[config.mk]
export PLATFORM = sky130hd
export DESIGN_NAME = e2r_cordic_cell
export DESIGN_NICKNAME = d
export VERILOG_FILES = /design/src/sv/euler_to_rotation_matrix_assert.svh /design/src/sv/e2r_pkg.sv /design/src/sv/e2r_cordic_cell.sv
export SDC_FILE = /design/constraint.sdc
export NUM_CORES = 1
export LEC_CHECK = 0
export ABC_CLOCK_PERIOD_IN_PS = 6400
export BUFFER_PORTS_ARGS = -buffer_cell sky130_fd_sc_hd__buf_2
export CORE_MARGIN = 8
export CORE_UTILIZATION = 35
export DETAILED_ROUTE_END_ITERATION = 8
export SYNTH_ARGS = -nofsm -noshare
export SYNTH_HDL_FRONTEND = slang
export SYNTH_SLANG_ARGS = --single-unit
[constraint.sdc]
create_clock -name clk -period 6.4 [get_ports clk]
set_input_delay 1.6 -clock clk [delete_from_list [all_inputs] [get_ports clk]]
set_output_delay 1.6 -clock clk [all_outputs]
set_load 0.05 [all_outputs]
[src/sv/euler_to_rotation_matrix_assert.svh]
// Assertion macros for the Euler angle to rotation matrix block.
// Each macro expects signals named clk and rst_n in the scope where it is used.
`ifndef EULER_TO_ROTATION_MATRIX_ASSERT_SVH
`define EULER_TO_ROTATION_MATRIX_ASSERT_SVH

// The consequent must hold in the same cycle as the antecedent.
`define E2R_ASSERT_NOW(lbl, ante, cons, msg) \
    lbl: assert property (@(posedge clk) disable iff (!rst_n) (ante) |-> (cons)) \
        else $error(msg);

// The consequent must hold in the cycle after the antecedent.
`define E2R_ASSERT_NEXT(lbl, ante, cons, msg) \
    lbl: assert property (@(posedge clk) disable iff (!rst_n) (ante) |=> (cons)) \
        else $error(msg);

`endif

[src/sv/e2r_pkg.sv]
// Shared constants, tables and helper functions of the Euler angle to rotation matrix block.
// No dependencies; every other file of the block but the assertion header imports this package.
package e2r_pkg;

    localparam int CORDIC_STAGES_DEF = 14;
    localparam int ANGLE_WIDTH_DEF   = 16;
    localparam int MAX_STAGES        = 20;

    // Three angles travel side by side through every stage.
    localparam int LANES  = 3;
    localparam int LANE_X = 0;
    localparam int LANE_Y = 1;
    localparam int LANE_Z = 2;

    localparam int ANGLE_IN_W    = 15;
    localparam int ANGLE_IN_FRAC = 12;
    localparam int ENTRY_W       = 16;
    localparam int ENTRY_FRAC    = 14;
    localparam int ONE_Q14       = 16384;

    // CORDIC vector in Q30, sine and cosine in Q20.
    localparam int XY_W      = 33;
    localparam int XY_FRAC   = 30;
    localparam int TRIG_W    = 22;
    localparam int TRIG_FRAC = 20;

    // Products: Q40 pairs, split pair times Q20 for the triple terms, Q60 sums.
    localparam int PROD_W  = 2 * TRIG_W;
    localparam int SPLIT   = 21;
    localparam int HI_W    = PROD_W - SPLIT + TRIG_W;
    localparam int LO_W    = 2 * TRIG_W;
    localparam int SUM_W   = 68;
    localparam int SUM_FRAC = 3 * TRIG_FRAC;

    localparam int MATRIX_STAGES = 5;

    // Matrix entry order on the result channel.
    localparam int ENTRY_COUNT = 9;
    localparam int E_XX = 0;
    localparam int E_XY = 1;
    localparam int E_XZ = 2;
    localparam int E_YX = 3;
    localparam int E_YY = 4;
    localparam int E_YZ = 5;
    localparam int E_ZX = 6;
    localparam int E_ZY = 7;
    localparam int E_ZZ = 8;

    // Pairwise products; the first four also feed the triple terms.
    localparam int PAIR_COUNT   = 8;
    localparam int TRIPLE_COUNT = 4;
    localparam int P_CZSX = 0;
    localparam int P_CXCZ = 1;
    localparam int P_SXSZ = 2;
    localparam int P_CXSZ = 3;
    localparam int P_CYCZ = 4;
    localparam int P_CYSZ = 5;
    localparam int P_CYSX = 6;
    localparam int P_CXCY = 7;

    localparam longint GAIN_Q30    = 64'sd652032874;
    localparam longint PI_Q30      = 64'sd3373259426;
    localparam longint HALF_PI_Q30 = 64'sd1686629713;

    localparam longint ATAN_Q30 [MAX_STAGES] = '{
        64'sd843314856, 64'sd497837829, 64'sd263043836, 64'sd133525158, 64'sd67021686,
        64'sd33543515,  64'sd16775850,  64'sd8388437,   64'sd4194282,   64'sd2097149,
        64'sd1048575,   64'sd524287,    64'sd262143,    64'sd131071,    64'sd65535,
        64'sd32767,     64'sd16383,     64'sd8191,      64'sd4095,      64'sd2047
    };

    // Round a Q30 constant half-up to the angle format with afrac fraction bits.
    function automatic longint q30_to_angle(longint c, int afrac);
        return (c + (longint'(1) <<< (XY_FRAC - 1 - afrac))) >>> (XY_FRAC - afrac);
    endfunction

endpackage

[src/sv/e2r_cordic_cell.sv]
// One rotation-mode CORDIC micro-rotation for the three angle lanes, with its stage register.
// Depends on e2r_pkg for the arctangent table and the vector widths.
module e2r_cordic_cell #(
    parameter int STAGE       = 0,
    parameter int ANGLE_WIDTH = e2r_pkg::ANGLE_WIDTH_DEF
) (
    input  logic                                clk,
    input  logic                                rst_n,
    input  logic                                up_valid,
    output logic                                up_ready,
    input  logic signed [e2r_pkg::XY_W-1:0]     x_up   [e2r_pkg::LANES],
    input  logic signed [e2r_pkg::XY_W-1:0]     y_up   [e2r_pkg::LANES],
    input  logic signed [ANGLE_WIDTH:0]         ang_up [e2r_pkg::LANES],
    input  logic [e2r_pkg::LANES-1:0]           flip_up,
    output logic                                down_valid,
    input  logic                                down_ready,
    output logic signed [e2r_pkg::XY_W-1:0]     x_down   [e2r_pkg::LANES],
    output logic signed [e2r_pkg::XY_W-1:0]     y_down   [e2r_pkg::LANES],
    output logic signed [ANGLE_WIDTH:0]         ang_down [e2r_pkg::LANES],
    output logic [e2r_pkg::LANES-1:0]           flip_down
);
    import e2r_pkg::*;

    localparam int AW    = ANGLE_WIDTH + 1;
    localparam int AFRAC = ANGLE_WIDTH - 3;
    localparam logic signed [AW-1:0] ATAN_STEP = AW'(q30_to_angle(ATAN_Q30[STAGE], AFRAC));

    logic                     valid_reg;
    logic signed [XY_W-1:0]   x_reg    [LANES];
    logic signed [XY_W-1:0]   y_reg    [LANES];
    logic signed [AW-1:0]     ang_reg  [LANES];
    logic [LANES-1:0]         flip_reg;
    logic signed [XY_W-1:0]   x_next   [LANES];
    logic signed [XY_W-1:0]   y_next   [LANES];
    logic signed [AW-1:0]     ang_next [LANES];
    logic signed [XY_W-1:0]   dx       [LANES];
    logic signed [XY_W-1:0]   dy       [LANES];

    assign up_ready = !valid_reg || down_ready;

    always_comb
    begin
        for (int l = 0; l < LANES; l++)
        begin
            dx[l] = y_up[l] >>> STAGE;
            dy[l] = x_up[l] >>> STAGE;
            // Rotate toward zero residual angle.
            if (!ang_up[l][AW-1])
            begin
                x_next[l]   = x_up[l] - dx[l];
                y_next[l]   = y_up[l] + dy[l];
                ang_next[l] = ang_up[l] - ATAN_STEP;
            end
            else
            begin
                x_next[l]   = x_up[l] + dx[l];
                y_next[l]   = y_up[l] - dy[l];
                ang_next[l] = ang_up[l] + ATAN_STEP;
            end
        end
    end

    always_ff @(posedge clk or negedge rst_n)
    begin
        if (!rst_n)
        begin
            valid_reg <= 1'b0;
        end
        else if (up_ready)
        begin
            valid_reg <= up_valid;
        end
    end

    always_ff @(posedge clk)
    begin
        if (up_ready && up_valid)
        begin
            x_reg    <= x_next;
            y_reg    <= y_next;
            ang_reg  <= ang_next;
            flip_reg <= flip_up;
        end
    end

    assign down_valid = valid_reg;
    assign x_down     = x_reg;
    assign y_down     = y_reg;
    assign ang_down   = ang_reg;
    assign flip_down  = flip_reg;

endmodule

== Word-level counts from Yosys, hierarchy flattened ==
Cells that the tools add are included.

* Register bits after elaboration: 253
* Input bits: 256
* Output and inout port bits: 254
* Logic and storage cells: 38

* Add/subtract/negate cells: 15
* Mux-type cells: 9
* Reduce and logical (&&, ||, !) cells: 3

{| class="wikitable"
|+ Operators by type and width
! kind !! number
|-
| 2-to-1 mux 33 bit || 6
|-
| subtractor 33 bit || 6
|-
| adder 33 bit || 3
|-
| adder 17 x 14 -> 17 bit, second input constant || 3
|-
| 2-to-1 mux 17 bit || 3
|-
| subtractor 17 x 14 -> 17 bit, second input constant || 3
|-
| logical AND 1 bit || 1
|-
| zero test 1 bit || 1
|-
| logical OR 1 bit || 1
|}

== Logic depth before layout (Yosys ltp) ==
Gate-level depths: netlist (run 1).

* Depth in word-level cells: 3
* Gate-level depth with buffers: 13

== Least setup slack after synthesis (run 1) ==
OpenSTA, ideal clock, no wires.

* Kind: input port to flip-flop
* Start point: input down_ready
* End point: register ang_reg, in the netlist ang_down[0], enable pin
* Arrival: 7781 ps
* Data required time: 5760 ps
* Path slack: -2021 ps
* Stages on the path: 2
* Buffers on the path: 0
* Cells stage by stage: nand2b_1 -> and2_1

* Longest elaborated chain between the ends: 2

{| class="wikitable"
|+ RTL lines
! element !! RTL line !! source
|-
| start, declared || e2r_cordic_cell.sv:16 || <nowiki>input logic down_ready,</nowiki>
|-
| logical OR 1 bit || e2r_cordic_cell.sv:39 || <nowiki>assign up_ready = !valid_reg || down_ready;</nowiki>
|-
| logical AND 1 bit || e2r_cordic_cell.sv:77 || <nowiki>if (up_ready && up_valid)</nowiki>
|-
| end signal, assigned || e2r_cordic_cell.sv:81 || <nowiki>ang_reg <= ang_next;</nowiki>
|-
| end, declared || e2r_cordic_cell.sv:31 || <nowiki>logic signed [AW-1:0] ang_reg [LANES];</nowiki>
|}

No other way between the ends.
A chain may end at the register's enable or synchronous reset.

==> results of run 1 <==
[kinds of logic (layout without fill, tap and decap cells)]
family,after synthesis,count (layout),synth area share
flops,250,250,0.2872
other cells,0,14,0
simple gates,709,709,0.1316
mux,54,54,0.02084
xor+xnor,222,222,0.07443
fa+ha+maj,358,358,0.1749
buf+inv,445,908,0.06567
compound gates,1016,1016,0.2453
[metal layers]
layer | track usage | vias up | wire [um]
met5 | 0 | - | 136
met4 | 0.06098 | 20 | 2534
met3 | 0.05269 | 142 | 8514
met2 | 0.3693 | 1011 | 45400
met1 | 0.2782 | 11725 | 40240
li1 | - | 11870 | -
[where the power goes]
part	internal, mW	switching [mW]	total, mW	leakage (nW)
clock network	1.19	0.840	2.03	0.571
registers	2.10	0.0636	2.16	2.38
logic	0.905	2.07	2.98	10.8
[how the worst max path moves through the flow]
stage / from / endpoint / slack (ns) / depth (start not counted)
3_3_place_gp: x_up[82] / y_down[95] / 1.17 / 12
2_1_floorplan: down_ready / ang_down[0] / 0.73 / 2
3_5_place_dp: x_up[82] / y_down[95] / 1.16 / 12
6_report: x_up[82] / y_down[95] / 1.53 / 12
5_1_grt: x_up[82] / y_down[95] / 1.37 / 12
4_1_cts: x_up[82] / y_down[95] / 1.71 / 12
[placed cells by master (no fill, tap or decap), types with 14 or more instances in the layout]
cell and count:
sky130_fd_sc_hd__clkbuf_16 37, sky130_fd_sc_hd__edfxtp_1 249, sky130_fd_sc_hd__o21bai_1 63, sky130_fd_sc_hd__ha_1 346, sky130_fd_sc_hd__xor2_1 39, sky130_fd_sc_hd__nor3_1 66
sky130_fd_sc_hd__o21a_1 20, sky130_fd_sc_hd__nor2b_1 39, sky130_fd_sc_hd__diode_2 14, sky130_fd_sc_hd__nand2_1 149, sky130_fd_sc_hd__nor2_1 224, sky130_fd_sc_hd__o21ai_0 226
sky130_fd_sc_hd__nand3_1 49, sky130_fd_sc_hd__a21oi_1 356, sky130_fd_sc_hd__nor4_1 29, sky130_fd_sc_hd__mux2i_1 51, sky130_fd_sc_hd__nand2b_1 39, sky130_fd_sc_hd__buf_2 509
sky130_fd_sc_hd__o31ai_1 27, sky130_fd_sc_hd__nand4_1 28, sky130_fd_sc_hd__a211oi_1 32, sky130_fd_sc_hd__inv_1 310, sky130_fd_sc_hd__a31oi_1 35, sky130_fd_sc_hd__a21o_1 73
sky130_fd_sc_hd__o211ai_1 23, sky130_fd_sc_hd__xnor2_1 183, sky130_fd_sc_hd__or2_2 18
[through the flow]
stage	area, um^2	std cells
4_1_cts	30660	4486
3_5_place_dp	29490	4420
5_1_grt	30670	4490
6_report	30690	4500
3_3_place_gp	29490	4420
2_1_floorplan	26120	3054
[state kept, by name (all words and copies together) (netlist names)]
name	flops
y_down	99
x_down	96
ang_down	51
flip_down	3
down_valid	1
[cell type report]
| type | instances | area, um^2 |
|---|---|---|
| antenna | 14 | 35.03 |
| clock buffer | 41 | 940.9 |
| clock inverter | 25 | 227.7 |
| fill | 7659 | 43500 |
| inverter | 321 | 1205 |
| multi-input combinational | 2359 | 16910 |
| sequential | 250 | 7502 |
| tap | 969 | 1212 |
| timing repair buffer | 521 | 2663 |
[worst max-delay path, cell delays in order]
cell and delay [ns]:
sky130_fd_sc_hd__buf_2 0.11, sky130_fd_sc_hd__inv_1 0.06, sky130_fd_sc_hd__ha_1 0.58, sky130_fd_sc_hd__clkinv_1 0.38, sky130_fd_sc_hd__a21oi_1 0.31, sky130_fd_sc_hd__o31ai_1 0.16
sky130_fd_sc_hd__nor4b_1 0.68, sky130_fd_sc_hd__a2111oi_2 0.22, sky130_fd_sc_hd__a21oi_1 0.48, sky130_fd_sc_hd__o41ai_1 0.15, sky130_fd_sc_hd__mux2_2 0.30, sky130_fd_sc_hd__xnor2_1 0.12
==> results summary, run 1 <==
During synthesis, Yosys emitted a total of 0 warnings. The number of failing hold endpoints at the final stage came out at 0. For this run, the total global-route usage over all layers was measured as 0.2193.

The async set-reset flop share out of synthesis came out at 0.004000. STA classifies the critical path endpoint as a flop. Synthesis produced just over 3000 cells. In this run, the number of DRC markers left after iteration 0 of detailed routing was 2253. The max-capacitance violation count is 0. The initial antenna violation count is 20. The most used flip-flop cell after synthesis is sky130_fd_sc_hd__edfxtp_1. The worst hold path belongs to the class reg -> reg. Measured along the y axis, the die boundary spans 289.2 um.

The clock passes through at most 3 buffers. The root cell of the clock tree is sky130_fd_sc_hd__clkbuf_16. Data on the critical path is required at its endpoint by 6.68 ns.

The number of synthesized register bits is 250. In the final timing run, aggregate negative setup slack is 0 ns. The post-DP HPWL is between 70000 and 80000 um. The worst-case IR drop observed on VDD is roughly 0.00015 V. The overall die width is between 200 and 300 um. The worst path in the final design needs a cycle of about 4.9 ns, including I/O delays and setup. The flow ran to the end, and the final reports show no timing, DRC or antenna violations.

The highest attainable clock frequency came out at 0.2054 GHz. The worst slack after detailed placement is approximately 1.2 ns. The initial core utilization is 0.3521. The standard cell core area is 74200 um^2. TritonCTS built the clock tree. After synthesis, the most frequently instantiated cells are 356 x sky130_fd_sc_hd__a21oi_1, 346 x sky130_fd_sc_hd__ha_1, 310 x sky130_fd_sc_hd__inv_1, 249 x sky130_fd_sc_hd__edfxtp_1, 226 x sky130_fd_sc_hd__o21ai_0. The number of clock sinks seen by CTS came out at 250. The worst register-to-register path begins at down_valid. The cell area after synthesis came out at around 26000 um^2. The number of pins exceeding their max-slew limit in the final report came out at 0. By area the synthesized netlist is led by sky130_fd_sc_hd__edfxtp_1 29%, sky130_fd_sc_hd__ha_1 17%, sky130_fd_sc_hd__a21oi_1 6.8%. Counting flops with a built-in enable in the synthesized netlist gives around 250.

The path type of the worst setup path is in -> reg. The pin slew with the least headroom to its limit is 0.9677 ns. After synthesis, the mean cell area works out to between 8 and 9 um^2. The number of buffers added for setup after CTS came out at 0. Setup slack on the worst reg-to-reg path comes out at roughly 4.2 ns. The biggest area contributor in the post-synthesis netlist is sky130_fd_sc_hd__edfxtp_1. The worst hold-check slack is 0.5479 ns. In this run the count of I/O pins placed on the die edge is roughly 500. The data arrival time of the critical path is approximately 5.2 ns. Setup repair after global routing left no endpoint under its margin.

The endpoint of the most critical register-to-register path is y_down[59]. The number of H-tree branching levels came out at 2. At the end of the flow, the number of nets in the layout was 4103.

Of all nets on the critical path, the largest fanout is 14. The detailed-route wire length per cell came out at ~22 um. The number of I/O port buffers came out at 509. Measured against its own limit, the worst slew margin works out to 0.3549. The number of instances on the worst hold path is 2. The pre-antenna-repair detailed-routing pass consisted of 5 iterations. STA classifies the critical path startpoint as a primary input. The clock skew is around 0.019 ns.

The via count came out at about 25000. The share of synthesized area in the top cell type comes to 0.2862. The path depth of the worst reg2reg path is 3.

The count of distinct cell types in the synthesized netlist came out at 89. After clock tree synthesis, the flow added hold-fix buffers numbering 0. The final total power came out at a little over 7 mW. The clock insertion delay at the later pin of the skew report came out at 0.56 ns.

The vias per cell is roughly 5.5. The post-synthesis sequential area ratio is 0.2872. The first-pass GRT wire length came out at between 100000 and 150000 um. The antenna violation net count after detailed routing is 0. The DRC violation count after routing came out at 0. The share of the clock period used by the worst path after layout is 0.7605. In this run the power density over the cells is between 200 and 250 nW/um^2. The startpoint identified for the worst hold timing path is down_valid. Compared with the post-synthesis result, the final layout area differs by 17.50%. The end point of the most critical hold path is down_valid. The total setup violations reported at the end of the flow is 0. Entering global routing, the biggest net connects approximately 110 pins. Once layout is complete, the utilization of the core stands at 0.4137. The aggregate global routing overflow is 0. The clock slew at the register clock pins of the worst setup and hold paths came out at ~0.06 ns.

Across all setup checks in the final design, the least slack found is approximately 1.5 ns. The aggregate routed wire length is 96830 um. At the end of routability-driven placement, the weighted congestion stood at about 0.97. Clock tree synthesis inserted a total of 36 buffers. In this run the static leakage power is ~14 nW. When the netlist entered floorplanning its net count stood at 3668.

The via count of the first global-routing pass is 24086. The number of gates given a new drive strength after cts came out at 0. Of the cells placed in the final design, the portion with a size suffix greater than 1 is 0.1806.

The most frequently used cell type in the post-synthesis netlist is sky130_fd_sc_hd__a21oi_1. The total die area is between 80000 and 90000 um^2. The number of placement rows came out at 100.
No activity file was read; power rests on OpenSTA's default activity.
==> run 2, diff against run 1 <==
--- a/config.mk
+++ b/config.mk
@@ -5,7 +5,8 @@
 export SDC_FILE = /design/constraint.sdc
 export NUM_CORES = 1
 export LEC_CHECK = 0
-export ABC_CLOCK_PERIOD_IN_PS = 6400
+export ABC_AREA = 1
+export ABC_CLOCK_PERIOD_IN_PS = 4300
 export BUFFER_PORTS_ARGS = -buffer_cell sky130_fd_sc_hd__buf_2
 export CORE_MARGIN = 8
 export CORE_UTILIZATION = 35
==> constraint.sdc (replaced) <==
create_clock -name clk -period 4.3 [get_ports clk]
set_input_delay 1.075 -clock clk [delete_from_list [all_inputs] [get_ports clk]]
set_output_delay 1.075 -clock clk [all_outputs]
set_load 0.05 [all_outputs]
==> results summary, run 2 <==
Result of the run: finished clean (unchanged). The number of gates given a new drive strength after cts came out at 0 (unchanged). The simple-gate share of the synthesized area is 0.3582 (was 0.1316). Unrepaired setup endpoints after global routing: no (unchanged). The TritonCTS clock tree is yes (unchanged).

The total die area came out at 101200 um^2 (was 83630 um^2). The worst hold-check slack came out at 0.2819 ns (was 0.5479 ns). The top flip-flop cell by instance count after synthesis was sky130_fd_sc_hd__edfxtp_1 (unchanged).

The dominant combinational cell family by area after synthesis was simple AND/OR/NAND/NOR gates (was compound AO/OA/AOI/OAI gates). The number of H-tree branching levels came to 2 (unchanged). The first-pass GRT wire length is 196900 um (was 144400 um). Most frequent cells in the layout: 1803 x sky130_fd_sc_hd__nand2_1, 979 x sky130_fd_sc_hd__inv_1, 509 x sky130_fd_sc_hd__buf_2 (was 509 x sky130_fd_sc_hd__buf_2, 356 x sky130_fd_sc_hd__a21oi_1, 346 x sky130_fd_sc_hd__ha_1).

The critical path data required time was 4.61 ns (was 6.68 ns). The post-synthesis xor/xnor area fraction is 0.03070 (was 0.07443). The standard cell core area came out at 91110 um^2 (was 74200 um^2). The number of synthesized flops with an enable pin came to 249 (unchanged).

The root cell of the clock tree was sky130_fd_sc_hd__clkbuf_16 (unchanged). The maximum fanout along the worst path is 12 (was 14). The post-synthesis share of cell area spent on full adders, half adders and majority gates is 0.1430 (was 0.1749). The number of pins exceeding their max-slew limit in the final report came out at 0 (unchanged). The critical path launch point type is a primary input (unchanged). The number of buffers added for setup after CTS is 0 (unchanged).

The worst IR drop on VDD is 0.0002073 V (was 0.0001528 V). The maximum root-to-sink buffer count came to 3 (unchanged). The worst path in the final design needs a cycle of approximately 3.1 ns, including I/O delays and setup.

The vias per cell is 5.018 (was 5.504). The via count of the first global-routing pass is 33239 (was 24086). Top cells by area in the synthesized netlist: sky130_fd_sc_hd__edfxtp_1 23%, sky130_fd_sc_hd__nand2_1 21%, sky130_fd_sc_hd__ha_1 14% (was sky130_fd_sc_hd__edfxtp_1 29%, sky130_fd_sc_hd__ha_1 17%, sky130_fd_sc_hd__a21oi_1 6.8%). The number of buffers inserted for hold repair after clock tree synthesis is 0 (unchanged). The clock insertion delay at the later pin of the skew report is 0.58 ns (was 0.56 ns). The data arrival time of the critical path came out at 3.44 ns (was 5.15 ns).

The number of synthesized register bits is 250 (unchanged). The reported leakage power is 20.43 nW (was 13.72 nW). The slowest cell on the critical path was sky130_fd_sc_hd__ha_1 (was sky130_fd_sc_hd__nor4b_1). The proportion of netlist area held by the largest area contributor is 0.2340 (was 0.2862). The total area of sequential cells is 7502 um^2 (unchanged).

The placed instance count came out at 6829 (was 4420). The flip-flop count of the largest register after layout is 99 (unchanged). The area occupied by multi-input gates came out at 20130 um^2 (was 16910 um^2).

The maximum number of pins on one net before global-route repair was 86 (was 107). The number of warnings issued by yosys is 0 (unchanged). The power density over the cells came out at 308.3 nW/um^2 (was 233.4 nW/um^2).

The clock skew was 0.02617 ns (was 0.01866 ns). The share of final-layout standard cells stronger than drive strength 1 is 0.1052 (was 0.1806). The highest attainable clock frequency came out at between 0.3 and 0.4 GHz. The antenna violation net count after detailed routing came to 0 (unchanged). The overall routing resource usage came out at 0.2481 (was 0.2193).

The routability-driven placement congestion ratio is 0.9779 (was 0.9657). The startpoint of the worst register-to-register path is down_valid (unchanged). The DRC violation count after routing is 0 (unchanged). The most frequent standard cell in the layout excluding fill and tap cells is sky130_fd_sc_hd__nand2_1 (was sky130_fd_sc_hd__buf_2). The aggregate global routing overflow came to 0 (unchanged). The mean area per synthesized cell came out at 6.087 um^2 (was 8.554 um^2). The count of distinct cell types in the synthesized netlist came to 34 (was 89). The aggregate routed wire length came out at 131900 um (was 96830 um).

The number of clock buffers inserted by TritonCTS is 35 (was 36). The number of clock sinks seen by CTS came out at 250 (unchanged). The number of fillers in the final layout is 9902 (was 7659). The number of failing hold endpoints at the final stage is 0 (unchanged). The share of the clock period used by the worst path after layout came out at 0.7286. The library cell occupying the most area in the post-synthesis netlist is sky130_fd_sc_hd__edfxtp_1 (unchanged).

Sequence of cells on the critical path: buf_2, inv_1, ha_1, nand2_1, nor2_1, nand2_1, o211ai_1, nand2_1, nand3_1, nand2_1, nand3_1, nand2_1 (was buf_2, inv_1, ha_1, clkinv_1, a21oi_1, o31ai_1, nor4b_1, a2111oi_2, a21oi_1, o41ai_1, mux2_2, xnor2_1). The path depth of the worst reg2reg path came out at 2 (was 3). The cell type with the highest occurrence count on the critical path is sky130_fd_sc_hd__nand2_1 (was sky130_fd_sc_hd__a21oi_1).

The async set-reset flop share out of synthesis came out at 0.004000 (unchanged). The final standard cell count with taps included and fillers excluded is 6905 (was 4500). The endpoint of the most critical register-to-register path was y_down[14] (was y_down[59]). The overall die width is 318.2 um (was 289.2 um). The number of I/O port buffers is 509 (unchanged). The most frequently used cell type in the post-synthesis netlist is sky130_fd_sc_hd__nand2_1 (was sky130_fd_sc_hd__a21oi_1). The number of iterations in the first detailed-routing pass is 6 (was 5). The register-to-register setup slack is 2.55 ns (was 4.21 ns). The cell area after synthesis came out at 31950 um^2 (was 26120 um^2). The post-synthesis sequential area ratio is 0.2348 (was 0.2872).

The initial antenna violation count is 27 (was 20). Top post-synthesis cells by count: 1803 x sky130_fd_sc_hd__nand2_1, 984 x sky130_fd_sc_hd__inv_1, 489 x sky130_fd_sc_hd__nor2_1, 452 x sky130_fd_sc_hd__nand3_1, 346 x sky130_fd_sc_hd__ha_1 (was 356 x sky130_fd_sc_hd__a21oi_1, 346 x sky130_fd_sc_hd__ha_1, 310 x sky130_fd_sc_hd__inv_1, 249 x sky130_fd_sc_hd__edfxtp_1, 226 x sky130_fd_sc_hd__o21ai_0). The kind of end point of the critical path is a flop (unchanged).

The class of the most critical hold timing path is in -> async (was reg -> reg). The total setup violations reported at the end of the flow came out at 0 (unchanged). The via count came out at 34650 (was 24768). The number of placement rows is 111 (was 100). The number of nets in the layout was 6294 (was 4103).

The post-DP HPWL came out at 111300 um (was 77340 um). The area added between synthesis and finish is 15.11% (was 17.50%). The number of design-rule violations left by the first detailed-router iteration came out at 3245 (was 2253). The clock slew at the register clock pins of the worst setup and hold paths was 0.06 ns (about the same). The pin slew with the least headroom to its limit is 0.9943 ns (was 0.9677 ns). The vertical die dimension came out at 318.2 um (was 289.2 um).

The compound-gate portion of the synthesized area is 0.09711 (was 0.2453). The detailed-route wire length per cell came to 19.11 um (was 21.52 um). The path type of the worst setup path is in -> reg (unchanged).

The post-synthesis instance total is 5249 (was 3054). The share of cell area taken by muxes after synthesis is 0.0006265 (was 0.02084). The total nets after synthesis came out at 5863 (was 3668). The I/O pin count is 510 (unchanged).

The worst-case headroom to the max-slew limit is 0.3371 (was 0.3549). The initial core utilization is 0.3507 (was 0.3521). The delay contributed by the slowest stage of the critical path came out at 0.61 ns (was 0.68 ns). The max-capacitance violation count came out at 0 (unchanged).
run 2: changes by cell type after synthesis, moves of 49 or more:
| cell | before | now |
|---|---|---|
| sky130_fd_sc_hd__nand2_1 | 149 | 1803 |
| sky130_fd_sc_hd__inv_1 | 310 | 984 |
| sky130_fd_sc_hd__nand3_1 | 49 | 452 |
| sky130_fd_sc_hd__nor2_1 | 224 | 489 |
| sky130_fd_sc_hd__xnor2_1 | 183 | 10 |
| sky130_fd_sc_hd__a21oi_1 | 356 | 248 |
| sky130_fd_sc_hd__a21o_1 | 73 | 8 |
| sky130_fd_sc_hd__xor2_1 | 39 | 102 |
| sky130_fd_sc_hd__mux2i_1 | 51 | 2 |
| sky130_fd_sc_hd__nor3_1 | 66 | 17 |
run 2: critical path: cells and delay by family:
| family | cells | cell delay [ns] |
|---|---|---|
| buf+inv | 2 | 0.16 |
| compound gates | 1 | 0.36 |
| fa+ha+maj | 1 | 0.61 |
| simple gates | 8 | 1.23 |
run 2: worst max path at each step:
stage / from / endpoint / slack, ns / depth (start not counted)
floorplan: down_ready / ang_down[0] / -1.31 / 2
global placement: x_up[75] / x_down[92] / 0.61 / 12
detailed placement: x_up[75] / x_down[92] / 0.66 / 12
CTS: x_up[75] / x_down[92] / 1.24 / 12
global route: x_up[75] / x_down[92] / 1.02 / 12
finish: x_up[75] / x_down[92] / 1.17 / 12
run 2: layer usage:
| metal | vias to the layer above | GRT usage | part of all wire | wire length, um |
|---|---|---|---|---|
| li1 | 17249 | - | - | - |
| met1 | 15896 | 0.3292 | 0.45 | 58960 |
| met2 | 1283 | 0.4087 | 0.45 | 58770 |
| met3 | 208 | 0.04681 | 0.075 | 9939 |
| met4 | 14 | 0.07258 | 0.032 | 4172 |
| met5 | - | 0 | 0.00067 | 89 |
run 2: logic make-up (layout without fill, tap and decap cells):
logic type / count (synthesis) / after routing
multiplexers: 2 / 2
adder cells (fa/ha/maj): 358 / 358
buffers and inverters: 1114 / 1571
other: 0 / 13
AND/OR/NAND/NOR: 2839 / 2839
AO/OA/AOI/OAI: 574 / 574
flip-flops: 250 / 250
XOR/XNOR: 112 / 112
run 2: power breakdown:
| group | switching, mW | internal (mW) |
|---|---|---|
| Clock | 1.30 | 1.91 |
| Combinational | 3.66 | 1.31 |
| Sequential | 0.107 | 3.05 |
run 2: per-stage QoR:
stage | cell area (um^2) | utilization | total power [mW] | setup WS (ns) | TNS, ns
6_report | 36780 | 0.4037 | 11.34 | 1.167 | 0
4_1_cts | 36750 | 0.4033 | 11.40 | 1.239 | 0
2_1_floorplan | 31980 | - | 6.576 | -1.310 | -326.29
3_3_place_gp | 35520 | 0.3898 | 8.116 | 0.6116 | 0
5_1_grt | 36760 | 0.4034 | 11.99 | 1.025 | 0
3_5_place_dp | 35520 | 0.3898 | 8.119 | 0.6590 | 0
run 2: cell type report:
cell class | count | area share
diodes | 13 | 0.0008845
clock buffers | 38 | 0.02470
clock inverters | 25 | 0.008777
inverters | 985 | 0.1009
multi-input cells | 3885 | 0.5473
flip-flops and latches | 250 | 0.2040
well taps | 1186 | 0.04035
repair buffers | 523 | 0.07314
